==> src/rtl/vcva_pkg.sv <==
// Package: constants, types, address and dimension-clamp helpers for the cell-to-vertex averager.
`timescale 1ns / 1ps

package vcva_pkg;

   localparam int MAX_DIM_X = 64;
   localparam int MAX_DIM_Y = 64;
   localparam int MAX_DIM_Z = 64;

   localparam int PX_W = (MAX_DIM_X > 1) ? $clog2(MAX_DIM_X) : 1;
   localparam int PY_W = (MAX_DIM_Y > 1) ? $clog2(MAX_DIM_Y) : 1;
   localparam int PZ_W = (MAX_DIM_Z > 1) ? $clog2(MAX_DIM_Z) : 1;

   localparam int PLANE_CELLS = MAX_DIM_X * MAX_DIM_Y;
   localparam int STORE_DEPTH = 2 * PLANE_CELLS;
   localparam int ADDR_W      = $clog2(STORE_DEPTH);

   localparam int DENS_W = 16;
   localparam int DIM_W  = 7;
   localparam int VTX_W  = 7;
   localparam int T_W    = DIM_W + 1;
   localparam int SUM_W  = DENS_W + 3;
   localparam int CNT_W  = 4;

   localparam int CSR_IDX_W = 3;
   localparam int CSR_DAT_W = 7;

   localparam logic [CSR_IDX_W-1:0] CSR_DIM_X  = 3'd0;
   localparam logic [CSR_IDX_W-1:0] CSR_DIM_Y  = 3'd1;
   localparam logic [CSR_IDX_W-1:0] CSR_DIM_Z  = 3'd2;
   localparam logic [CSR_IDX_W-1:0] CSR_ENABLE = 3'd3;

   typedef enum logic [1:0] {
      ST_IDLE,
      ST_READ,
      ST_DRAIN,
      ST_OUT
   } state_type;

   typedef struct packed {
      logic clear;
      logic add;
   } acc_ctrl_type;

   typedef struct packed {
      logic              we;
      logic              re;
      logic [ADDR_W-1:0] addr;
   } ram_ctrl_type;

   function automatic logic [ADDR_W-1:0] plane_addr(
      input logic            zpar,
      input logic [PY_W-1:0] y,
      input logic [PX_W-1:0] x
   );
      logic [ADDR_W-1:0] base;
      base = zpar ? ADDR_W'(PLANE_CELLS) : '0;
      return base + ADDR_W'(y) * ADDR_W'(MAX_DIM_X) + ADDR_W'(x);
   endfunction

   function automatic logic [DIM_W-1:0] clamp_dim(
      input logic [CSR_DAT_W-1:0] v,
      input int                   maxd
   );
      logic [DIM_W-1:0] d;
      d = DIM_W'(v);
      if (d == '0) begin
         d = DIM_W'(1);
      end
      if (32'(d) > maxd) begin
         d = DIM_W'(maxd);
      end
      return d;
   endfunction

endpackage

==> src/rtl/vcva_accum.sv <==
// Shared accumulator: sums neighbor densities and forms the floor mean.
`timescale 1ns / 1ps

module vcva_accum (
   input  logic                         clock,
   input  vcva_pkg::acc_ctrl_type       ctrl,
   input  logic signed [vcva_pkg::DENS_W-1:0] rd_data,
   output logic signed [vcva_pkg::DENS_W-1:0] mean
);
   import vcva_pkg::*;

   logic signed [SUM_W-1:0] sum_ff, sum_in;
   logic [CNT_W-1:0]        count_ff, count_in;
   logic [1:0]              shift;
   logic signed [SUM_W-1:0] shifted;

   always_comb begin
      sum_in   = sum_ff;
      count_in = count_ff;
      if (ctrl.clear) begin
         sum_in   = '0;
         count_in = '0;
      end else if (ctrl.add) begin
         sum_in   = sum_ff + SUM_W'(rd_data);
         count_in = count_ff + CNT_W'(1);
      end
   end

   always_ff @(posedge clock) begin
      sum_ff   <= sum_in;
      count_ff <= count_in;
   end

   always_comb begin
      priority if (count_ff >= CNT_W'(8)) begin
         shift = 2'd3;
      end else if (count_ff >= CNT_W'(4)) begin
         shift = 2'd2;
      end else if (count_ff >= CNT_W'(2)) begin
         shift = 2'd1;
      end else begin
         shift = 2'd0;
      end
      shifted = sum_ff >>> shift;
      mean    = shifted[DENS_W-1:0];
   end

endmodule

==> config.mk <==
export PLATFORM = sky130hd
export DESIGN_NAME = vcva_accum
export DESIGN_NICKNAME = d
export VERILOG_FILES = /design/src/rtl/vcva_pkg.sv /design/src/rtl/vcva_accum.sv
export SDC_FILE = /design/constraint.sdc
export NUM_CORES = 1
export LEC_CHECK = 0
export ABC_AREA = 1
export BUFFER_PORTS_ARGS = -buffer_cell sky130_fd_sc_hd__buf_2
export CELL_PAD_IN_SITES_DETAIL_PLACEMENT = 1
export CELL_PAD_IN_SITES_GLOBAL_PLACEMENT = 2
export CORE_MARGIN = 2
export CORE_UTILIZATION = 30
export DETAILED_ROUTE_END_ITERATION = 16
export PLACE_DENSITY = 0.81
export SLEW_MARGIN = 20
export SYNTH_ARGS = -nofsm -noshare
export SYNTH_HDL_FRONTEND = slang
export SYNTH_SLANG_ARGS = --single-unit
==> constraint.sdc <==
create_clock -name clock -period 2.3 [get_ports clock]
set_input_delay 0.115 -clock clock [delete_from_list [all_inputs] [get_ports clock]]
set_output_delay 0.115 -clock clock [all_outputs]
set_load 0.02 [all_outputs]
Yosys cells after proc, flatten, opt, wreduce, memory -nomap -nowiden. Cells that the tools add are included.

Register bits after elaboration: 23. Input bits: 19. Output and inout port bits: 16. Logic and storage cells: 11.

Add/sub/neg operators: 2. Order comparisons: 3. Shift operators: 1. Mux-type cells: 3.

Operators by type and width (number): adder 19 x 16 -> 19 bit (1); >>> shifter 19 x 2 -> 16 bit (1); adder 4 x 1 -> 4 bit, second input constant (1); greater-or-equal comparator 4 x 2 -> 1 bit, second input constant (1); greater-or-equal comparator 4 x 3 -> 1 bit, second input constant (1); greater-or-equal comparator 4 bit, second input constant (1); 2-to-1 mux 2 bit (2); 2-to-1 mux 1 bit (1).

Logic depth before layout (Yosys ltp). Gate-level depths: netlist (run 1).

Depth after elaboration: 5. Mapped depth: 14. Gate-level depth less buffers: 14.

Least setup slack after synthesis (run 1). Ideal clock, no wire load.

Path kind: reg-to-reg. From: reg sum_ff[0]. To: reg sum_ff[12]. Setup time: 109 ps. Arrival: 1614 ps. Path slack: 577 ps. Stages on the path, launching flop included: 14. Path buffers: 0. Clock period less this slack: 1723 ps. Cell sequence: dfxtp_1 > ha_1 > inv_1 > fa_1 > inv_1 > nand3_1 > nand3_1 > nand2_1 > nand2_1 > nand2_1 > nand3_1 > nand3_1 > nand2_1 > inv_1.

Word-level cells in the longest chain between the ends: 1.

RTL lines: from (decl) (line vcva_accum.sv:12) `logic signed [SUM_W-1:0] sum_ff, sum_in;`; from (signal assigned) (line vcva_accum.sv:30) `sum_ff <= sum_in;`; adder 19 x 16 -> 19 bit (line vcva_accum.sv:24) `sum_in = sum_ff + SUM_W'(rd_data);`.

Every way passes these cells. A chain may end at the register's enable or synchronous reset.

Final worst setup path (run 1).
From: reg sum_ff[0]. To: reg sum_ff[16].

Same word-level chain as after synthesis.

==> impl_metrics.csv, run 1 <==
group,metric,value,unit
status,status,"finished clean",
sta,max_freq,0.508,GHz
worst_setup_path,critical_path.startpoint_type,"register",
worst_setup_path,cp_num_buf_inv,3,
sta,hold_viol_final,0,
hold_path,worstHoldPathType,"in2reg",
floorplanning,initial_core_util,30.9,%
floorplanning,ios,35,
synthesis,synth-edff-count,0,
global_routing,grt_max_degree,36,
placed_design,place.gp.congestion,0.814,
global_routing,grt_pass1_vias,2491,
worst_setup_path,cp_data_required_time,2490,ps
synthesis,ys_seq_area_share,19.4,%
worst_setup_path,slowest_delay,430,ps
clocking,post_cts_buffers,0,
worst_setup_path,cpLargestDelayFamily,"simple AND/OR/NAND/NOR gates",
sta,min_period,1970,ps
synthesis,yosysWarnings,0,
synthesis,synth_cells,395,
finish,antenna_cells,0,
finish,layout-drive-gt1-share,14.9,%
clocking,htreeDepth,1,
sta,finalSetupViolations,0,
sta,maxSlewViolCount,0,
routing,drc,0,
global_routing,grt_usage,17.7,%
routing,wl_per_cell,13.9,um
worst_setup_path,critPathCaptureType,"register",
placed_design,io_buffers,34,
clocking,clock_path_buffers,2,
global_routing,overflow,0,
pwr,ir_drop,208,uV
clocking,cts_num_sinks,23,
worst_setup_path,cp_data_arrival_time,2150,ps
floorplanning,coreArea,0.00769,mm2
clocking,cts_buffers,3,
synthesis,syn_nets,435,
clocking,cts_root_buffer,"clkbuf_8",
clocking,cts_tree,"yes",
synthesis,synth.ff_latch_count,23,
routing,viasPerCell,4.71,
sta,fin_tns_setup,0,ps
floorplanning,die_y,93.0,um
sta,worst_pin_slew,478,ps
pwr,p_leak,1.44,nW
worst_setup_path,path_class,"reg2reg",
sta,slew_headroom,68.1,%
global_routing,antenna_found_initial,0,
finish,nFillCells,1068,
global_routing,grt_pass1_wl,12200,um
synthesis,syn_area,0.00237,mm2
routing,drtPass1Iterations,4,
worst_setup_path,critPathSlowestCell,"fa_1",
routing,routed_wl,7290,um
routing,antenna_left,0,
clocking,ctsHoldBuffers,0,
routing,initialDrtViolationCount,67,
global_routing,grtUsageMet3,0.325,%
floorplanning,die_w,93.0,um
finish,fin_nets,465,
clocking,clk_latency,270,ps
sta,finalCritPeriodShare,85.5,%
synthesis,synth_cell_types,26,
global_routing,met1_usage,26.9,%
pwr,p_total,1.54,mW
placed_design,post-place-ws,343,ps
sta,rsz0062_at_grt,"no",
routing,vias,2479,
pwr,pwr_density_cell,574,mW/mm2
flow_run,max_cap_viol_count,0,
global_routing,met2_usage,27.7,%
finish,area_growth,13.0,%
worst_setup_path,cp_cell_sequence,"ha_1 > inv_1 > fa_1 > inv_1 > nand3_1 > nand3_1 > nand2_1 > nand2_1 > nand2_1 > nand3_1 > nand3_1 > nand2_1 > inv_1",
clocking,cts.repair.resized,0,
global_routing,grt_busiest_layer,"met2",
floorplanning,rows,32,
sta,clock_skew,3.91,ps
synthesis,synthArstFlopShare,0,%
clocking,path_clk_slew,100,ps
worst_setup_path,critPathMaxFanout,3,
floorplanning,dieArea,0.00864,mm2
synthesis,ys.flop_type,"dfxtp_1",
placed_design,dpl.hpwl,6050,um
synthesis,avgSynthCellArea,6.01,um2
sta,fin_ws,333,ps
-- flip-flops by register name (all words and copies together), names as in the netlist --
register / count
sum_ff: 19
count_ff: 4
-- cell families after synthesis --
group                    count (synthesis)  share of synthesized area [%]
AO/OA/AOI/OAI                           85                           19.1
XOR/XNOR                                11                           4.06
adder cells (fa/ha/maj)                 21                           11.4
buffers and inverters                   80                           13.0
flip-flops                              23                           19.4
multiplexers                             5                           2.11
AND/OR/NAND/NOR                        170                           30.9
-- worst register-to-register path: stages, from the launching register on --
cell	delay, ps
dfxtp_1	360
ha_1	210
inv_1	70
fa_1	430
inv_1	100
nand3_1	70
nand3_1	110
nand2_1	60
nand2_1	130
nand2_1	100
nand3_1	80
nand3_1	80
nand2_1	70
inv_1	30
-- synth_stat cells, types with 2 or more instances --
master / number / area share (%)
a21oi_1: 33 / 7.0
a21oi_2: 4 / 1.5
buf_2: 7 / 1.5
clkbuf_1: 4 / 0.63
clkinv_1: 2 / 0.32
dfxtp_1: 23 / 19
ha_1: 20 / 11
inv_1: 64 / 10
inv_2: 3 / 0.47
mux2i_1: 5 / 2.1
nand2_1: 97 / 15
nand2_2: 8 / 2.1
nand3_1: 20 / 4.2
nand3_2: 3 / 1.3
nor2_1: 32 / 5.1
nor2_2: 2 / 0.53
nor3_1: 6 / 1.3
o21ai_0: 33 / 7.0
o21ai_1: 13 / 2.7
xnor2_1: 2 / 0.74
xor2_1: 9 / 3.3
-- through the flow --
step           hold slack, ps  std cells  utilization [%]  cell area [um2]
2_1_floorplan             366        395                -             2370
3_5_place_dp              498        522             34.3             2640
5_1_grt                   223        526             34.9             2680
4_1_cts                   211        526             34.9             2680
6_report                  215        526             34.9             2680
3_3_place_gp              491        522             34.3             2640
-- per-layer routing --
layer | part of all wire (%) | vias up | wire (um)
met1 | 56 | 1124 | 4060
met2 | 42 | 29 | 3060
met3 | 1.4 | 4 | 100
met4 | 0.89 | 0 | 65
li1 | - | 1322 | -
met5 | 0 | - | 0
-- cells in the final DEF (no fill, tap or decap), types with 3 or more instances in the layout --
master    count
buf_2        34
o21ai_1      13
ha_1         20
clkbuf_8      3
nand3_2       3
nor2_1       32
mux2i_1       5
xor2_1        9
inv_1        64
a21oi_1      33
nand3_1      20
nand2_1      97
dfxtp_1      23
nand2_2       8
nor3_1        6
o21ai_0      33
inv_2         3
a21oi_2       4
-- final timing paths --
check / startpoint / end / slack (ps) / cells after the start
min: rd_data[0] / sum_ff[0] / 210 / 4
min reg2reg: count_ff[0] / count_ff[0] / 510 / 2
max reg2reg: sum_ff[0] / sum_ff[16] / 330 / 13
max: sum_ff[0] / sum_ff[16] / 330 / 13
-- report_power, final --
| group | switching (mW) | internal (mW) | leakage (nW) |
|---|---|---|---|
| combinational | 0.510 | 0.261 | 1.22 |
| sequential | 0.0447 | 0.440 | 0.191 |
| clock | 0.162 | 0.122 | 0.0255 |
-- layout make-up --
class | instances | area (um2) | share of cell area [%]
multi-input combinational | 292 | 1600 | 59.8
sequential | 23 | 460 | 17.2
inverter | 69 | 259 | 9.65
timing repair buffer | 36 | 185 | 6.90
tap | 102 | 128 | 4.76
clock buffer | 3 | 41.3 | 1.54
clock inverter | 1 | 5.00 | 0.187
Note: power is estimated with default switching activity, not from simulation.
==> run 2, diff against run 1 <==
--- a/config.mk
+++ b/config.mk
@@ -10,9 +10,9 @@
 export CELL_PAD_IN_SITES_DETAIL_PLACEMENT = 1
 export CELL_PAD_IN_SITES_GLOBAL_PLACEMENT = 2
 export CORE_MARGIN = 2
-export CORE_UTILIZATION = 30
+export CORE_UTILIZATION = 27
 export DETAILED_ROUTE_END_ITERATION = 16
-export PLACE_DENSITY = 0.81
+export PLACE_DENSITY = 0.77
 export SLEW_MARGIN = 20
 export SYNTH_ARGS = -nofsm -noshare
 export SYNTH_HDL_FRONTEND = slang
==> constraint.sdc (replaced) <==
create_clock -name clock -period 1.7 [get_ports clock]
set_input_delay 0.085 -clock clock [delete_from_list [all_inputs] [get_ports clock]]
set_output_delay 0.085 -clock clock [all_outputs]
set_load 0.02 [all_outputs]
==> run 2 against run 1 <==
Against the previous run: the flow now finishes with violations (setup timing); register-to-register slack lost 400 ps; largest power group unchanged; maximum frequency increased by 11%; clock skew decreased by 1.6 ps; highest routed layer unchanged; via count up 11%; hold slack worse by 24 ps.
==> impl_metrics.csv, run 2 (synthesized netlist as in run 1, its figures left out) <==
group,metric,value,unit
finish,largest_reg_flops,19,
worst_setup_path,critPathSlowestCell,"fa_2",
routing,routed_wl,8890,um
placed_design,dpl.hpwl,6620,um
worst_setup_path,path_class,"reg2reg",
routing,drc,0,
global_routing,grt_pass1_wl,13600,um
sta,finalCritPeriodShare,104,%
worst_setup_path,critical_path.startpoint_type,"register",
clocking,path_clk_slew,100,ps
clocking,htreeDepth,1,
status,violations,"setup timing",
clocking,clk_latency,270,ps
worst_setup_path,critPathMaxFanout,3,
worst_setup_path,critPathCaptureType,"register",
sta,rsz0062_at_grt,"yes",
clocking,clock_path_buffers,2,
global_routing,grt_pass1_vias,2768,
clocking,cts_buffers,3,
placed_design,io_buffers,34,
finish,area_growth,53.1,%
worst_setup_path,r2r-start,"sum_ff[0]",
worst_setup_path,slowest_delay,420,ps
finish,final_common_cell,"nand2_1",
worst_setup_path,critPathMostFrequentCell,"nand3_2",
sta,fin_ws,-68.4,ps
sta,maxSlewViolCount,0,
sta,slew_headroom,67.5,%
sta,max_freq,0.565,GHz
clocking,cts_root_buffer,"clkbuf_8",
sta,worst_pin_slew,487,ps
finish,reg_top3,"sum_ff (19), count_ff (4)",
hold_path,worstHoldPathType,"in2reg",
clocking,cts_tree,"yes",
sta,min_period,1770,ps
global_routing,grt_max_degree,28,
sta,clock_skew,2.28,ps
pwr,p_total,2.67,mW
pwr,ir_drop,260,uV
worst_setup_path,r2r_slack,-70,ps
global_routing,overflow,0,
sta,finalSetupViolations,8,
hold_path,hold_end,"count_ff[2]",
hold_path,hold_depth,3,
routing,drtPass1Iterations,4,
routing,vias,2747,
routing,initialDrtViolationCount,77,
finish,antenna_cells,0,
routing,viasPerCell,4.79,
pwr,pwr_density_cell,734,mW/mm2
finish,layout-drive-gt1-share,43.4,%
sta,hold_viol_final,0,
worst_setup_path,cp_data_required_time,1880,ps
worst_setup_path,cp_cell_sequence,"ha_4 > inv_2 > fa_2 > inv_2 > buf_6 > nand3_2 > nand3_2 > nand2_2 > nand3_2 > nand2_2 > nor2_2 > nor2_1",
finish,fin_util,42.1,%
floorplanning,die_y,97.8,um
finish,regMostFlops,"sum_ff",
pwr,p_leak,1.78,nW
finish,regArea,479,um2
clocking,cts_num_sinks,23,
routing,wl_per_cell,15.5,um
status,status,"finished with violations",
worst_setup_path,cpLargestDelayFamily,"adder cells",
finish,multi_input_comb_area,0.00206,mm2
routing,antenna_left,0,
floorplanning,initial_core_util,27.5,%
sta,hold_ws,191,ps
flow_run,max_cap_viol_count,0,
floorplanning,rows,34,
worst_setup_path,cp_data_arrival_time,1950,ps
global_routing,antenna_found_initial,0,
worst_setup_path,cp_num_buf_inv,3,
floorplanning,die_w,97.8,um
finish,layout_common_cells,"nand2_1, inv_1, buf_4",
worst_setup_path,rr_worst_depth,12,
placed_design,post-place-ws,-96.2,ps
clocking,ctsHoldBuffers,0,
finish,fin_nets,506,
finish,nFillCells,1128,
floorplanning,dieArea,0.00956,mm2
worst_setup_path,reg2reg_to,"sum_ff[18]",
floorplanning,ios,35,
hold_path,holdCritStartpoint,"ctrl[0]",
placed_design,place.gp.congestion,0.820,
floorplanning,coreArea,0.00864,mm2
global_routing,grt_usage,17.5,%
==> run 2: cell types whose count changed in the layout (fill, tap and decap cells not counted), sizes merged <==
cell | before | now
clkbuf | 3 | 5
inv | 67 | 68
clkinv | 3 | 2
buf | 36 | 75
==> run 2: cell type report <==
class,instances,share of cell area [%]
Tap cell,108,3.72
Timing Repair Buffer,77,17.9
Sequential cell,23,13.2
Inverter,69,7.26
Multi-Input combinational cell,292,56.7
Clock buffer,3,1.14
Clock inverter,1,0.138
==> run 2: power by group <==
part	switching (mW)	leakage (nW)	total [mW]	internal, mW
Combinational	0.891	1.56	1.61	0.719
Sequential	0.0775	0.195	0.680	0.602
Clock	0.215	0.0255	0.379	0.164
Total	1.18	1.78	2.67	1.49
==> run 2: through the flow <==
stage / cell area, um2 / cells / TNS (ps)
floorplan: 2380 / 395 / 0
global placement: 2860 / 555 / -42.3
finish: 3630 / 573 / -275
detailed placement: 2860 / 555 / -339
global route: 3630 / 573 / -1750
CTS: 3040 / 561 / -131
==> run 2: worst max-delay path by stage <==
stage / from / end / slack [ps] / depth (start not counted)
floorplan: sum_ff[0] / sum_ff[12] / 40 / 13
global placement: sum_ff[6] / sum_ff[11] / -40 / 10
detailed placement: sum_ff[0] / sum_ff[16] / -100 / 13
CTS: sum_ff[0] / sum_ff[16] / -40 / 13
global route: sum_ff[0] / sum_ff[18] / -180 / 12
finish: sum_ff[0] / sum_ff[18] / -70 / 12
==> run 2: repair_timing <==
action	4_1_cts	5_1_grt
cloned	1	3
pin swaps	3	23
setup endpoints to repair	15	29
setup buffers	1	10
resized for setup	23	145
==> run 2: worst min-delay path, cell delays in order <==
cell and delay (ps):
buf_2 180, nand2_1 100, a21oi_1 70
==> run 2: routing by layer <==
| layer | global-route usage, % | part of all wire (%) | up-vias |
|---|---|---|---|
| met1 | 24.8 | 48 | 1314 |
| met5 | 0 | 0 | - |
| li1 | - | - | 1400 |
| met2 | 29.9 | 49 | 31 |
| met3 | 0.716 | 2.4 | 2 |
| met4 | 3.21 | 0.62 | 0 |
