### config.mk
export PLATFORM = sky130hd
export DESIGN_NAME = vcva_seq
export DESIGN_NICKNAME = d
export VERILOG_FILES = /design/src/rtl/vcva_pkg.sv /design/src/rtl/vcva_seq.sv
export SDC_FILE = /design/constraint.sdc
export NUM_CORES = 1
export LEC_CHECK = 0
export BUFFER_PORTS_ARGS = -buffer_cell sky130_fd_sc_hd__buf_4
export CORE_AREA = 5 5 108 151
export CTS_BUF_LIST = sky130_fd_sc_hd__clkbuf_4
export CTS_CLUSTER_SIZE = 25
export DETAILED_ROUTE_END_ITERATION = 10
export DIE_AREA = 0 0 113 156
export GPL_ROUTABILITY_DRIVEN = 0
export GPL_TIMING_DRIVEN = 0
export PLACE_DENSITY = 0.55
export REMOVE_ABC_BUFFERS = 1
export SETUP_SLACK_MARGIN = 0.2
export SLEW_MARGIN = 30
export SYNTH_ARGS = -nofsm -noshare
export SYNTH_HDL_FRONTEND = slang
export SYNTH_SLANG_ARGS = --single-unit
### constraint.sdc
create_clock -name clock -period 4.2 [get_ports clock]
set_input_delay 0.42 -clock clock [delete_from_list [all_inputs] [get_ports clock]]
set_output_delay 0.42 -clock clock [all_outputs]
set_load 0.01 [all_outputs]
### src/rtl/vcva_pkg.sv
// Package: constants, types, address and dimension-clamp helpers for the cell-to-vertex averager.
`timescale 1ns / 1ps

package vcva_pkg;

   localparam int MAX_DIM_X = 64;
   localparam int MAX_DIM_Y = 64;
   localparam int MAX_DIM_Z = 64;

   localparam int PX_W = (MAX_DIM_X > 1) ? $clog2(MAX_DIM_X) : 1;
   localparam int PY_W = (MAX_DIM_Y > 1) ? $clog2(MAX_DIM_Y) : 1;
   localparam int PZ_W = (MAX_DIM_Z > 1) ? $clog2(MAX_DIM_Z) : 1;

   localparam int PLANE_CELLS = MAX_DIM_X * MAX_DIM_Y;
   localparam int STORE_DEPTH = 2 * PLANE_CELLS;
   localparam int ADDR_W      = $clog2(STORE_DEPTH);

   localparam int DENS_W = 16;
   localparam int DIM_W  = 7;
   localparam int VTX_W  = 7;
   localparam int T_W    = DIM_W + 1;
   localparam int SUM_W  = DENS_W + 3;
   localparam int CNT_W  = 4;

   localparam int CSR_IDX_W = 3;
   localparam int CSR_DAT_W = 7;

   localparam logic [CSR_IDX_W-1:0] CSR_DIM_X  = 3'd0;
   localparam logic [CSR_IDX_W-1:0] CSR_DIM_Y  = 3'd1;
   localparam logic [CSR_IDX_W-1:0] CSR_DIM_Z  = 3'd2;
   localparam logic [CSR_IDX_W-1:0] CSR_ENABLE = 3'd3;

   typedef enum logic [1:0] {
      ST_IDLE,
      ST_READ,
      ST_DRAIN,
      ST_OUT
   } state_type;

   typedef struct packed {
      logic clear;
      logic add;
   } acc_ctrl_type;

   typedef struct packed {
      logic              we;
      logic              re;
      logic [ADDR_W-1:0] addr;
   } ram_ctrl_type;

   function automatic logic [ADDR_W-1:0] plane_addr(
      input logic            zpar,
      input logic [PY_W-1:0] y,
      input logic [PX_W-1:0] x
   );
      logic [ADDR_W-1:0] base;
      base = zpar ? ADDR_W'(PLANE_CELLS) : '0;
      return base + ADDR_W'(y) * ADDR_W'(MAX_DIM_X) + ADDR_W'(x);
   endfunction

   function automatic logic [DIM_W-1:0] clamp_dim(
      input logic [CSR_DAT_W-1:0] v,
      input int                   maxd
   );
      logic [DIM_W-1:0] d;
      d = DIM_W'(v);
      if (d == '0) begin
         d = DIM_W'(1);
      end
      if (32'(d) > maxd) begin
         d = DIM_W'(maxd);
      end
      return d;
   endfunction

endpackage

### src/rtl/vcva_seq.sv
// Sequencer: registers, cell position, vertex and neighbor stepping.
`timescale 1ns / 1ps

module vcva_seq (
   input  logic                             clock,
   input  logic                             reset,
   input  logic                             req_valid,
   output logic                             req_ready,
   input  logic                             req_first_cell,
   output logic                             rsp_valid,
   input  logic                             rsp_ready,
   output logic [vcva_pkg::VTX_W-1:0]       rsp_vertex_x,
   output logic [vcva_pkg::VTX_W-1:0]       rsp_vertex_y,
   output logic [vcva_pkg::VTX_W-1:0]       rsp_vertex_z,
   output logic                             rsp_last_of_run,
   input  logic                             csr_we,
   input  logic [vcva_pkg::CSR_IDX_W-1:0]   csr_index,
   input  logic [vcva_pkg::CSR_DAT_W-1:0]   csr_wdata,
   output vcva_pkg::ram_ctrl_type           ram_ctrl,
   output vcva_pkg::acc_ctrl_type           acc_ctrl
);
   import vcva_pkg::*;

   state_type state_ff, state_in;

   logic [DIM_W-1:0] dim_x_ff, dim_y_ff, dim_z_ff;
   logic             enable_ff;

   logic [PX_W-1:0] pos_x_ff, pos_x_in, cur_x_ff, cur_x_in;
   logic [PY_W-1:0] pos_y_ff, pos_y_in, cur_y_ff, cur_y_in;
   logic [PZ_W-1:0] pos_z_ff, pos_z_in, cur_z_ff, cur_z_in;
   logic            lx_ff, lx_in, ly_ff, ly_in, lz_ff, lz_in;
   logic            ix_ff, ix_in, iy_ff, iy_in, iz_ff, iz_in;
   logic [2:0]      slot_ff, slot_in;
   logic            pend_ff, pend_in;

   logic            accept;
   logic [PX_W-1:0] ex;
   logic [PY_W-1:0] ey;
   logic [PZ_W-1:0] ez;
   logic [DIM_W-1:0] ex1, ey1, ez1;
   logic [T_W-1:0]  tx, ty, tz;
   logic [T_W-1:0]  cx, cy, cz;
   logic            cell_ok;
   logic            last_vtx;

   // Configuration registers.
   always_ff @(posedge clock) begin
      if (reset) begin
         dim_x_ff  <= DIM_W'(1);
         dim_y_ff  <= DIM_W'(1);
         dim_z_ff  <= DIM_W'(1);
         enable_ff <= 1'b1;
      end else if (csr_we) begin
         unique case (csr_index)
            CSR_DIM_X:  dim_x_ff  <= clamp_dim(csr_wdata, MAX_DIM_X);
            CSR_DIM_Y:  dim_y_ff  <= clamp_dim(csr_wdata, MAX_DIM_Y);
            CSR_DIM_Z:  dim_z_ff  <= clamp_dim(csr_wdata, MAX_DIM_Z);
            CSR_ENABLE: enable_ff <= csr_wdata[0];
            default: ;
         endcase
      end
   end

   // Effective position of the incoming cell.
   always_comb begin
      ex = pos_x_ff;
      ey = pos_y_ff;
      ez = pos_z_ff;
      if (req_first_cell) begin
         ex = '0;
         ey = '0;
         ez = '0;
      end
      if (DIM_W'(ex) >= dim_x_ff) begin
         ex = '0;
      end
      if (DIM_W'(ey) >= dim_y_ff) begin
         ey = '0;
      end
      if (DIM_W'(ez) >= dim_z_ff) begin
         ez = '0;
      end
      ex1 = DIM_W'(ex) + DIM_W'(1);
      ey1 = DIM_W'(ey) + DIM_W'(1);
      ez1 = DIM_W'(ez) + DIM_W'(1);
   end

   // Neighbor cell of the current vertex selected by the slot.
   always_comb begin
      tx = T_W'(cur_x_ff) + T_W'(ix_ff) + T_W'(slot_ff[0]);
      ty = T_W'(cur_y_ff) + T_W'(iy_ff) + T_W'(slot_ff[1]);
      tz = T_W'(cur_z_ff) + T_W'(iz_ff) + T_W'(slot_ff[2]);
      cx = tx - T_W'(1);
      cy = ty - T_W'(1);
      cz = tz - T_W'(1);
      cell_ok = (tx != '0) && (cx < T_W'(dim_x_ff))
             && (ty != '0) && (cy < T_W'(dim_y_ff))
             && (tz != '0) && (cz < T_W'(dim_z_ff));
      last_vtx = (ix_ff == lx_ff) && (iy_ff == ly_ff) && (iz_ff == lz_ff);
   end

   always_ff @(posedge clock) begin
      if (reset) begin
         state_ff <= ST_IDLE;
         pos_x_ff <= '0;
         pos_y_ff <= '0;
         pos_z_ff <= '0;
         pend_ff  <= 1'b0;
      end else begin
         state_ff <= state_in;
         pos_x_ff <= pos_x_in;
         pos_y_ff <= pos_y_in;
         pos_z_ff <= pos_z_in;
         pend_ff  <= pend_in;
      end
   end

   always_ff @(posedge clock) begin
      cur_x_ff <= cur_x_in;
      cur_y_ff <= cur_y_in;
      cur_z_ff <= cur_z_in;
      lx_ff    <= lx_in;
      ly_ff    <= ly_in;
      lz_ff    <= lz_in;
      ix_ff    <= ix_in;
      iy_ff    <= iy_in;
      iz_ff    <= iz_in;
      slot_ff  <= slot_in;
   end

   always_comb begin
      state_in = state_ff;
      pos_x_in = pos_x_ff;
      pos_y_in = pos_y_ff;
      pos_z_in = pos_z_ff;
      cur_x_in = cur_x_ff;
      cur_y_in = cur_y_ff;
      cur_z_in = cur_z_ff;
      lx_in    = lx_ff;
      ly_in    = ly_ff;
      lz_in    = lz_ff;
      ix_in    = ix_ff;
      iy_in    = iy_ff;
      iz_in    = iz_ff;
      slot_in  = slot_ff;
      pend_in  = 1'b0;
      accept   = 1'b0;

      req_ready     = 1'b0;
      rsp_valid     = 1'b0;
      ram_ctrl.we   = 1'b0;
      ram_ctrl.re   = 1'b0;
      ram_ctrl.addr = plane_addr(cz[0], cy[PY_W-1:0], cx[PX_W-1:0]);
      acc_ctrl.clear = 1'b0;
      acc_ctrl.add   = pend_ff;

      unique case (state_ff)
         ST_IDLE: begin
            req_ready     = 1'b1;
            accept        = req_valid;
            ram_ctrl.addr = plane_addr(ez[0], ey, ex);
            if (accept) begin
               ram_ctrl.we = 1'b1;
               cur_x_in = ex;
               cur_y_in = ey;
               cur_z_in = ez;
               lx_in    = (ex1 == dim_x_ff);
               ly_in    = (ey1 == dim_y_ff);
               lz_in    = (ez1 == dim_z_ff);
               ix_in    = 1'b0;
               iy_in    = 1'b0;
               iz_in    = 1'b0;
               slot_in  = '0;
               // advance raster position
               pos_x_in = PX_W'(ex1);
               pos_y_in = ey;
               pos_z_in = ez;
               if (ex1 >= dim_x_ff) begin
                  pos_x_in = '0;
                  pos_y_in = PY_W'(ey1);
                  if (ey1 >= dim_y_ff) begin
                     pos_y_in = '0;
                     pos_z_in = PZ_W'(ez1);
                     if (ez1 >= dim_z_ff) begin
                        pos_z_in = '0;
                     end
                  end
               end
               if (enable_ff) begin
                  state_in = ST_READ;
               end
            end
         end
         ST_READ: begin
            ram_ctrl.re    = 1'b1;
            pend_in        = cell_ok;
            acc_ctrl.clear = (slot_ff == '0);
            slot_in        = slot_ff + 3'd1;
            if (slot_ff == 3'd7) begin
               state_in = ST_DRAIN;
            end
         end
         ST_DRAIN: begin
            state_in = ST_OUT;
         end
         ST_OUT: begin
            rsp_valid = 1'b1;
            if (rsp_ready) begin
               slot_in = '0;
               if (last_vtx) begin
                  state_in = ST_IDLE;
               end else begin
                  state_in = ST_READ;
                  if (lx_ff && !ix_ff) begin
                     ix_in = 1'b1;
                  end else begin
                     ix_in = 1'b0;
                     if (ly_ff && !iy_ff) begin
                        iy_in = 1'b1;
                     end else begin
                        iy_in = 1'b0;
                        iz_in = 1'b1;
                     end
                  end
               end
            end
         end
         default: begin
            state_in = ST_IDLE;
         end
      endcase
   end

   assign rsp_vertex_x    = VTX_W'(cur_x_ff) + VTX_W'(ix_ff);
   assign rsp_vertex_y    = VTX_W'(cur_y_ff) + VTX_W'(iy_ff);
   assign rsp_vertex_z    = VTX_W'(cur_z_ff) + VTX_W'(iz_ff);
   assign rsp_last_of_run = last_vtx;

endmodule

; ---- Word level (Yosys, flattened, before mapping)
; Index checks and enable logic that the tools add are counted.
[classes]
n_addsub = 20
n_mul = 0
div_mod_pow = 0
order_cmp = 12
n_eq_ne = 20
shifts = 0
muxes = 58
n_bitwise = 1
n_reduce_logical = 31
[ops]
columns = op, n
row1 = $mux W7, 13
row2 = $mux W6, 12
row3 = $add A6 B1 Y7, 6
row4 = $mux W13, 3
row5 = $add A13 B12 Y13, 2
row6 = $add A13 B6 Y13, 2
row7 = $add A7 B1 Y8, 3
row8 = $lt A8 B7 Y1, 3
row9 = $reduce_bool A8 Y1, 3
row10 = $sub A8 B1 Y8 const B, 3
row11 = $add A6 B1 Y7 const B, 3
row12 = $eq A7 B7 Y1, 3
row13 = $ge A6 B7 Y1, 3
row14 = $ge A7 B7 Y1, 3
row15 = $gt A7 B7 Y1 const B, 3
row16 = $mux W1, 19
row17 = $ne A2 B2 Y1 const B, 7
row18 = $reduce_and A2 Y1, 5
row19 = $logic_and A1 B1 Y1, 9
row20 = $pmux W3 S3, 1
row21 = $mux W2, 4
row22 = $pmux W2 S4, 1
row23 = $reduce_and A4 Y1, 2
row24 = $logic_not A7 Y1, 1
row25 = 19 further kinds, 28
[totals]
reg_bits = 70
latch_bits = 0
ramBits = 0
mem_bits_ro = 0
inputBits = 16
output_inout_bits = 41
wordCells = 161
mem_count = 0

; ---- Longest topological paths before layout
; Gate-level depths: netlist (run 1).
[depth]
word_depth = 9
depth_mapped = 20
depth_no_buf = 19

; ---- Worst setup path after synthesis (run 1)
; No wires, ideal clock.
[synth_timing]
path_kind = input to register
start = in req_first_cell
end = reg pos_y_ff[1]
setup_time_ns = 0.061
arrival_time_ns = 4.331
setup_slack_ns = -0.192
stages = 19
path_cell_list = buf_1 -> clkbuf_1 -> nor2b_1 -> ha_1 -> a21o_1 -> a31oi_1 -> o22ai_1 -> nor2_1 -> ha_1 -> nand3_1 -> xor2_1 -> nor3_1 -> ha_1 -> nand4_1 -> nor2_1 -> a211o_1 -> or4_1 -> a21oi_2 -> a22o_1
[synth_via]
word_cells_on_any_way = 12
cone_classes = add/sub (2) / order compare (4) / mux (6)
[synth_rtl]
columns = element, line_no
row1 = "start, declared", vcva_seq.sv:9  ; input logic req_first_cell,
row2 = $mux W6 *, vcva_seq.sv:70  ; if (req_first_cell) begin
row3 = $ge A6 B7 Y1, vcva_seq.sv:75  ; if (DIM_W'(ex) >= dim_x_ff) begin
row4 = $mux W6 *, vcva_seq.sv:75
row5 = net ex[0], vcva_seq.sv:38  ; logic [PX_W-1:0] ex;
row6 = $add A6 B1 Y7 *, vcva_seq.sv:84  ; ex1 = DIM_W'(ex) + DIM_W'(1);
row7 = $ge A7 B7 Y1 *, vcva_seq.sv:179  ; if (ex1 >= dim_x_ff) begin
row8 = $mux W6 *, vcva_seq.sv:179
row9 = "end signal, assigned", vcva_seq.sv:113  ; pos_y_ff <= pos_y_in;
row10 = "end, declared", vcva_seq.sv:30  ; logic [PY_W-1:0] pos_y_ff, pos_y_in, cur_y_ff, cur_y_in;
; Mark *: on every way through the listed nets, which the timed path passes. The rest lies on a longest branch.
; A chain may end at the register's enable or synchronous reset.

; ---- Final worst setup path (run 1)
[layout_timing]
start = in req_first_cell
end = reg pos_y_ff[4]
; The elaborated chain is that of the path after synthesis.

==> run metrics, run 1 <==
Critical Path Fanout Max 5; Starting Density between 30% and 40%; Multi-input gate area 4210 µm²; Fill cells about 1400; layout cells sized above 1 24.2%; period utilization roughly 93%; area occupied by registers between 1500 and 2000 µm²; Die Wd between 100 and 150 µm; commonest non-fill, non-tap cell in the layout buf_4; run status finished, final reports clean; Final nets around 850; Reg2Reg Depth 17; sequential area share after synthesis about 29%; Top Ports between 50 and 60; Post-synth EDFFs 27; Worst Hold Class input port to flip-flop; die area around 18000 µm²; Top FF cell, synth dfxtp_1; hold wc startpoint csr_wdata[0]; first drt pass iteration count 4; Syn Std Cell Area around 5800 µm²; DR DRC count 0; Overflow after GRT 0; Crit Path Class input port to flip-flop; post-route cell area about 7200 µm²; clock-pin slew on the worst setup and hold paths about 100 ps; CTS root buf clkbuf_4; Skew-Pair Late Insertion Delay around 440 ps; worst slew pin tran ~770 ps; final critical-path required period 3910 ps; Placed Cells about 890; slew margin rel. 48.2%; Hold Buf Count CTS 0; Starting DRT DRC Count about 260; r2r endpoint pos_y_ff[4]$_SDFFE_PP0P_; CP dominant cell by count ha_1; area post-placement roughly 6400 µm²; Num CTS Buffers 9; PortBufs 56; first-pass GRT wire length 26000 µm; Crit. End Element flip-flop; critical path cell sequence buf_16, clkinvlp_4, buf_12, nand2_4, ha_1, nand2b_4, a31oi_2, o221a_2, and2_4, ha_4, nand3_4, xor2_1, nor3_2, ha_1, nand4_1, nor2_2, a211o_4, or4_4, a21oi_4, a22o_1; DR vias 5174; Overall Global Routing Usage between 10% and 20%; most frequent cells in the layout 84 x buf_4, 75 x ha_1, 60 x nor2_1, 42 x nand2_1, 39 x inv_1; Leak a little under 3 nW; Routed Antenna Nets 0; CP arrival 4280 ps; hold endpoint enable_ff$_SDFFE_PP1P_; Non-Filler Instances about 940; setup_tns 0 ps; vias in the first global route approximately 5100; Final setup viols 0; largest net degree at the start of global routing 42; Cells after Synth 665; max-cap violation count 0; CTS HTree Levels 3; initial antenna violation count 1; yosys warns 0; crit path launch type input port; Fin. Hold Viols 0; hpwl dp approximately 13000 µm; post-synth cell types 64; Worst Hold Depth 3; R2R Path Start pos_x_ff[4]$_SDFFE_PP0P_; Max Slew Vio Count 0; Max Freq 256 MHz; clock sinks 70; Yosys reg bits 70; Power Total 4.07 mW; ys async rst share 0%; Avg Inst Size Synth between 8 and 9 µm²; clk buf depth 2; CTS tree built; worst reg2reg setup slack approximately 300 ps; # rows 53; drt wl/cell about 18 µm; CP max stage delay 540 ps; power density cells 568 nW/µm²; WP data required around 4600 ps; worst clock skew about 20 ps; VDD IR max around 0.00030 V; RSZ-0062 raised after global routing true; Setup crit start req_first_cell; Crit-path slowest cell or4_4; Chip Height 156 µm; core area approximately 15000 µm²; Syn-to-layout area delta 23.1%; DR vias/cell roughly 5.5; WL final 17000 µm
## cell type report
cell class / count / share of cell area, %
repair buffers: 90 / 10.4
multi-input cells: 531 / 58.8
inverters: 42 / 2.27
diodes: 1 / 0.0350
flip-flops and latches: 70 / 23.7
clock buffers: 10 / 1.05
clock inverters: 6 / 0.419
well taps: 192 / 3.36
## worst max-delay path by stage
stage | endpoint | slack [ps] | cells after the start
after CTS | pos_y_ff[0]$_SDFFE_PP0P_ | 200 | 19
after floorplan | pos_x_ff[5]$_SDFFE_PP0P_ | 70 | 18
after detailed placement | pos_x_ff[5]$_SDFFE_PP0P_ | -1490 | 19
final | pos_y_ff[4]$_SDFFE_PP0P_ | 290 | 20
after global routing | pos_y_ff[0]$_SDFFE_PP0P_ | 130 | 19
after global placement | pos_x_ff[5]$_SDFFE_PP0P_ | -1470 | 19
## synthesized netlist by cell type, drive strengths merged, types with 13 or more instances
cell    number  area share, %
o21ai       22            1.9
nand3       32            2.8
a21oi       30            2.7
dfxtp       43             15
edfxtp      27             14
and2        15            1.6
nor3        14            1.2
ha          83             18
inv         41            2.6
mux2i       21            3.6
clkbuf      17            1.1
xnor2       32            4.8
nand2       47            3.0
nor2b       31            3.3
nor2        64            4.2
xor2        13            2.0
## through the flow
stage / worst slack, ps / utilization, % / hold WS (ps)
floorplan: 68.7 / - / 421
global placement: -1470 / 43.2 / 433
detailed placement: -1490 / 43.2 / 452
CTS: 203 / 45.6 / 220
global route: 128 / 48.4 / 237
finish: 287 / 48.4 / 245
## kinds of logic (layout without fill, tap and decap cells)
group | after synthesis | count (layout) | synth area share, %
compound gates | 115 | 115 | 13.7
xor+xnor | 45 | 45 | 6.77
fa+ha+maj | 86 | 86 | 18.9
buf+inv | 64 | 148 | 4.24
flops | 70 | 70 | 28.7
mux | 30 | 30 | 5.35
other cells | 0 | 1 | 0
simple gates | 255 | 255 | 22.3
## repair_timing
item / in CTS / in global routing
endpoints found under the hold margin: 0 / 0
buffers inserted: 15 / 18
pin swaps: 10 / 35
cloned: 0 / 1
resized for setup: 34 / 53
setup endpoints to repair: 18 / 19
## flip-flops by register name (all words and copies together) (netlist names), 2 cells and up
register	count
slot_ff	3
pos_x_ff	6
pos_z_ff	6
dim_y_ff	7
pos_y_ff	6
cur_y_ff	6
dim_x_ff	7
dim_z_ff	7
cur_x_ff	6
cur_z_ff	6
state_ff	2
## critical path: cells and delay by family
family                   cells  cell delay (ps)
adder cells (fa/ha/maj)      3              660
XOR/XNOR                     1              170
AO/OA/AOI/OAI                5             1180
AND/OR/NAND/NOR              8             1350
buffers and inverters        3              490
## per-layer routing
metal / GRT usage [%] / share of wire, % / vias up
li1: - / - / 2538
met5: 0 / 0 / -
met2: 34.5 / 52 / 118
met3: 2.99 / 3.8 / 34
met4: 7.62 / 3.3 / 0
met1: 20.4 / 40 / 2484
## power breakdown
| part | internal [mW] | total [mW] | switching (mW) |
|---|---|---|---|
| Sequential | 0.879 | 1.07 | 0.193 |
| Combinational | 1.19 | 2.62 | 1.44 |
| Clock | 0.122 | 0.372 | 0.250 |
(Power assumes the default switching activity.)
==> run 2, diff against run 1 <==
--- a/config.mk
+++ b/config.mk
@@ -6,11 +6,11 @@
 export NUM_CORES = 1
 export LEC_CHECK = 0
 export BUFFER_PORTS_ARGS = -buffer_cell sky130_fd_sc_hd__buf_4
-export CORE_AREA = 5 5 108 151
+export CORE_AREA = 2 2 105 148
 export CTS_BUF_LIST = sky130_fd_sc_hd__clkbuf_4
 export CTS_CLUSTER_SIZE = 25
 export DETAILED_ROUTE_END_ITERATION = 10
-export DIE_AREA = 0 0 113 156
+export DIE_AREA = 0 0 107 150
 export GPL_ROUTABILITY_DRIVEN = 0
 export GPL_TIMING_DRIVEN = 0
 export PLACE_DENSITY = 0.55
==> run 2 against run 1 <==
Against the previous run: sequential power hardly changed; combinational power hardly changed; clock power is 35% higher; total power is 3.0% higher; critical path type is now flip-flop to flip-flop.
==> run metrics, run 2 (same netlist as run 1, synthesis figures left out) <==
run status finished, final reports clean; commonest non-fill, non-tap cell in the layout ha_1; Worst Hold Class input port to flip-flop; Die Wd 107 µm; Syn-to-layout area delta 20.9%; Overflow after GRT 0; Overall Global Routing Usage between 20% and 30%; DR vias/cell 5.48; crit path launch type flip-flop; Skew-Pair Late Insertion Delay roughly 420 ps; Final Core Density 47.6%; setup_tns 0 ps; worst clock skew approximately 12 ps; Max Freq approximately 250 MHz; Non-Filler Instances around 930; Chip Height around 150 µm; CTS tree built; WP data required around 4600 ps; final critical-path required period about 4000 ps; Place WS -1390 ps; Crit Path Class flip-flop to flip-flop; Leak a little under 3 nW; largest net degree at the start of global routing 42; worst slew pin tran ~800 ps; Starting Density roughly 40%; Final nets around 840; Placed Cells slightly below 900; clk buf depth 2; Max Slew Vio Count 0; hpwl dp 12200 µm; layout cells sized above 1 between 20% and 30%; drt wl/cell roughly 17 µm; Power Total 4.19 mW; post-route cell area ~7000 µm²; final hold slack ~250 ps; Fin. Hold Viols 0; Crit. End Element flip-flop; setup slack after layout roughly 230 ps; first drt pass iteration count 5; VDD IR max between 0.0002 and 0.0003 V; vias in the first global route 4962; Critical Path Fanout Max 6; initial antenna violation count 1; biggest regs dim_x_ff: 7 flops, dim_y_ff: 7 flops, dim_z_ff: 7 flops; Hold Buf Count CTS 0; slew margin rel. between 40 and 50%; # rows 53; PortBufs 56; area post-placement between 6000 and 7000 µm²; core area ~15000 µm²; CTS HTree Levels 3; first-pass GRT wire length around 25000 µm; WL final about 16000 µm; Final setup viols 0; clock-pin slew on the worst setup and hold paths about 120 ps; most frequent cells in the layout 79 x ha_1, 77 x buf_4, 60 x nor2_1, 44 x nand2_1, 40 x inv_1; period utilization 94.5%; power density cells a little under 600 nW/µm²; Num CTS Buffers 9; Top Ports 57; CP arrival between 4000 and 5000 ps; max-cap violation count 0; Starting DRT DRC Count approximately 260; DR vias slightly above 5000; Routed Antenna Nets 0; RSZ-0062 raised after global routing true; die area 16100 µm²; CTS root buf clkbuf_4; clock sinks 70; DR DRC count 0
==> run 2: changes by cell type in the layout (fill, tap and decap cells not counted), sizes merged <==
cell / delta
buf: -10
clkbuf: +1
bufinv: +2
clkinv: -3
==> run 2: layer usage <==
layer	global-route usage [%]	wire length [µm]	vias to the layer above
li1	-	-	2510
met1	24.6	6820	2445
met2	36.3	8410	130
met3	2.61	532	27
met4	7.14	507	0
met5	0	0	-
==> run 2: path summary, 6_finish.rpt <==
path	to	cells after the start	slack (ps)	from
worst max-delay path	pos_y_ff[5]$_SDFFE_PP0P_	17	230	pos_x_ff[2]$_SDFFE_PP0P_
worst min-delay path	enable_ff$_SDFFE_PP1P_	3	250	csr_wdata[0]
worst max register to register	pos_y_ff[5]$_SDFFE_PP0P_	17	230	pos_x_ff[2]$_SDFFE_PP0P_
worst min register to register	pos_x_ff[5]$_SDFFE_PP0P_	2	480	pos_x_ff[5]$_SDFFE_PP0P_
==> run 2: where the power goes <==
part / switching (mW) / internal, mW
Combinational: 1.43 / 1.19
Clock: 0.250 / 0.252
Sequential: 0.187 / 0.879
Total: 1.87 / 2.32
==> run 2: layout make-up <==
cell class,count,area (µm²)
tap,192,240
clock inverter,5,73.8
timing repair buffer,80,651
fill,1414,7750
multi-input combinational,531,4140
inverter,42,163
clock buffer,11,82.6
antenna,1,2.50
sequential,70,1680
==> run 2: worst max-delay path, cell delays in order (launching register included) <==
cell and delay [ps]:
dfxtp_4 380, nor2b_1 130, ha_1 300, a21o_1 190, a31oi_4 200, o221a_4 240
and2_4 160, ha_4 160, nand3_4 80, xor2_2 160, nor3_2 210, ha_1 270
nand4_1 100, nor2_2 60, a211o_4 350, or4_4 540, a21oi_4 210, a22o_1 180
==> run 2: timing repair <==
| item | CTS | global route |
|---|---|---|
| pin swaps | 8 | 20 |
| setup buffers | 9 | 14 |
| gates cloned | 0 | 1 |
| gates resized for setup | 36 | 27 |
| setup endpoints to repair | 18 | 18 |
==> run 3, diff against run 2 <==
--- a/config.mk
+++ b/config.mk
@@ -20,3 +20,4 @@
 export SYNTH_ARGS = -nofsm -noshare
 export SYNTH_HDL_FRONTEND = slang
 export SYNTH_SLANG_ARGS = --single-unit
+export TNS_END_PERCENT = 30
==> constraint.sdc (replaced) <==
create_clock -name clock -period 3.6 [get_ports clock]
set_input_delay 0.36 -clock clock [delete_from_list [all_inputs] [get_ports clock]]
set_output_delay 0.36 -clock clock [all_outputs]
set_load 0.01 [all_outputs]
==> run 3 against run 2 <==
Against the previous run: the run now ends with negative setup slack left; sequential share of layout area is 1.2 points lower; count of clock-buffer cells in the layout stayed put; non-clock buffer count is 24 higher.
==> run metrics, run 3 (same netlist as run 1, synthesis figures left out) <==
run status finished, violations left; failing checks negative setup slack; vias in the first global route approximately 5200; DR vias/cell between 5 and 6; PortBufs 56; hpwl dp approximately 12000 µm; slew margin rel. between 40% and 50%; clock sinks 70; Syn-to-layout area delta 28.5%; R2R Path Start pos_y_ff[3]$_SDFFE_PP0P_; Final Core Density around 51%; delay-heaviest family, CP simple AND/OR/NAND/NOR gates; most frequent cells in the layout 99 x buf_4, 70 x ha_1, 58 x nor2_1, 41 x nand2_1, 35 x inv_1; setup slack after layout -187 ps; Skew-Pair Late Insertion Delay ~420 ps; crit path launch type input port; layout cells sized above 1 29.5%; DR DRC count 0; hold wc startpoint csr_wdata[0]; worst slew pin tran ~810 ps; Non-Filler Instances around 960; area occupied by registers 1700 µm²; final critical-path required period roughly 3800 ps; Worst Hold Depth 3; Power Total between 5 and 6 mW; VDD IR max about 0.00035 V; hold endpoint enable_ff$_SDFFE_PP1P_; max-cap violation count 0; Worst Hold Class input port to flip-flop; Top Ports between 50 and 60; power density cells 675 nW/µm²; worst clock skew 12.4 ps; die area 16100 µm²; CTS HTree Levels 3; period utilization 105%; biggest regs dim_x_ff: 7 flops, dim_y_ff: 7 flops, dim_z_ff: 7 flops; worst reg2reg setup slack -130 ps; Overflow after GRT 0; first-pass GRT wire length around 27000 µm; Reg2Reg Depth 18; Num CTS Buffers 9; Max Slew Vio Count 0; initial antenna violation count 1; RSZ-0062 raised after global routing true; r2r endpoint pos_y_ff[5]$_SDFFE_PP0P_; Critical path buffers and inverters 5; Routed Antenna Nets 0; # rows between 50 and 60; clk buf depth 2; CP max stage delay between 300 and 400 ps; CTS root buf clkbuf_4; Starting DRT DRC Count a little under 300; Crit Path Class input port to flip-flop; Final setup viols 13; critical path cell sequence buf_16, clkinvlp_4, buf_12, nand2_2, inv_2, ha_1, a21o_1, a21oi_2, o32ai_4, nor3b_2, ha_4, nand3_4, xnor2_2, nor2_2, ha_1, and3_4, a311o_1, or2_1, buf_6, nor4_4, a22o_1; final hold slack 192 ps; Critical Path Fanout Max 11; first drt pass iteration count 5; Max Freq roughly 260 MHz; commonest non-fill, non-tap cell in the layout buf_4; DR vias about 5300; Starting Density roughly 39%; core area roughly 15000 µm²; Die Wd between 100 and 150 µm; Leak between 3 and 4 nW; Hold Buf Count CTS 0; Crit-path slowest cell a311o_1; Crit. End Element flip-flop; clock-pin slew on the worst setup and hold paths about 120 ps; WP data required 3960 ps; CP dominant cell by count ha_1; Placed Cells between 800 and 900; Fill cells about 1300; Final nets 860; CTS tree built; WL final between 15000 and 20000 µm; drt wl/cell 17.8 µm; largest net degree at the start of global routing 42; Multi-input gate area between 4000 and 5000 µm²; CP arrival about 4200 ps; Overall Global Routing Usage 21.6%; Fin. Hold Viols 0; Chip Height approximately 150 µm
## run 3: timing repair
action,in CTS,in global routing
buffers inserted,43,4
pin swaps,44,25
gates cloned,1,0
endpoints found under the setup margin,25,22
gates resized for setup,100,24
## run 3: cell type report
cell class | count | share of cell area (%)
multi-input cells | 531 | 58.4
flip-flops and latches | 70 | 22.7
clock inverters | 5 | 0.988
clock buffers | 11 | 1.10
repair buffers | 104 | 11.3
inverters | 42 | 2.23
well taps | 192 | 3.21
diodes | 1 | 0.0335
## run 3: worst min-delay path, delay by kind of cell
family / cells / cell delay, ps
buffers and inverters: 1 / 100
muxes: 1 / 70
and+or+nand+nor: 1 / 60
## run 3: worst max-delay path by stage
| stage | slack (ps) | endpoint | from | cells after the start |
|---|---|---|---|---|
| final | -190 | pos_y_ff[5]$_SDFFE_PP0P_ | req_first_cell | 21 |
| after global routing | -380 | pos_y_ff[5]$_SDFFE_PP0P_ | req_first_cell | 21 |
| after CTS | -180 | pos_y_ff[5]$_SDFFE_PP0P_ | pos_x_ff[2]$_SDFFE_PP0P_ | 17 |
| after detailed placement | -1930 | pos_x_ff[5]$_SDFFE_PP0P_ | req_first_cell | 19 |
| after global placement | -1930 | pos_x_ff[5]$_SDFFE_PP0P_ | req_first_cell | 19 |
| after floorplan | -470 | pos_x_ff[5]$_SDFFE_PP0P_ | req_first_cell | 18 |
## run 3: layer usage
metal	vias up	global-route usage, %	routed length [µm]
li1	2567	-	-
met1	2556	25.4	7040
met2	133	39.3	8900
met3	37	2.87	534
met4	0	8.44	560
met5	-	0	0
## run 3: report_power, final
part           total (mW)  switching [mW]  internal [mW]
Combinational        3.21            1.74           1.47
Sequential           1.25           0.226           1.02
Clock               0.585           0.292          0.293
## run 3: through the flow
stage / TNS [ps] / area [µm²] / worst slack, ps
6_report: -1370 / 7470 / -187
5_1_grt: -4130 / 7470 / -379
4_1_cts: -1100 / 7320 / -183
3_5_place_dp: -31970 / 6390 / -1930
3_3_place_gp: -35850 / 6390 / -1930
2_1_floorplan: -3970 / 5730 / -471
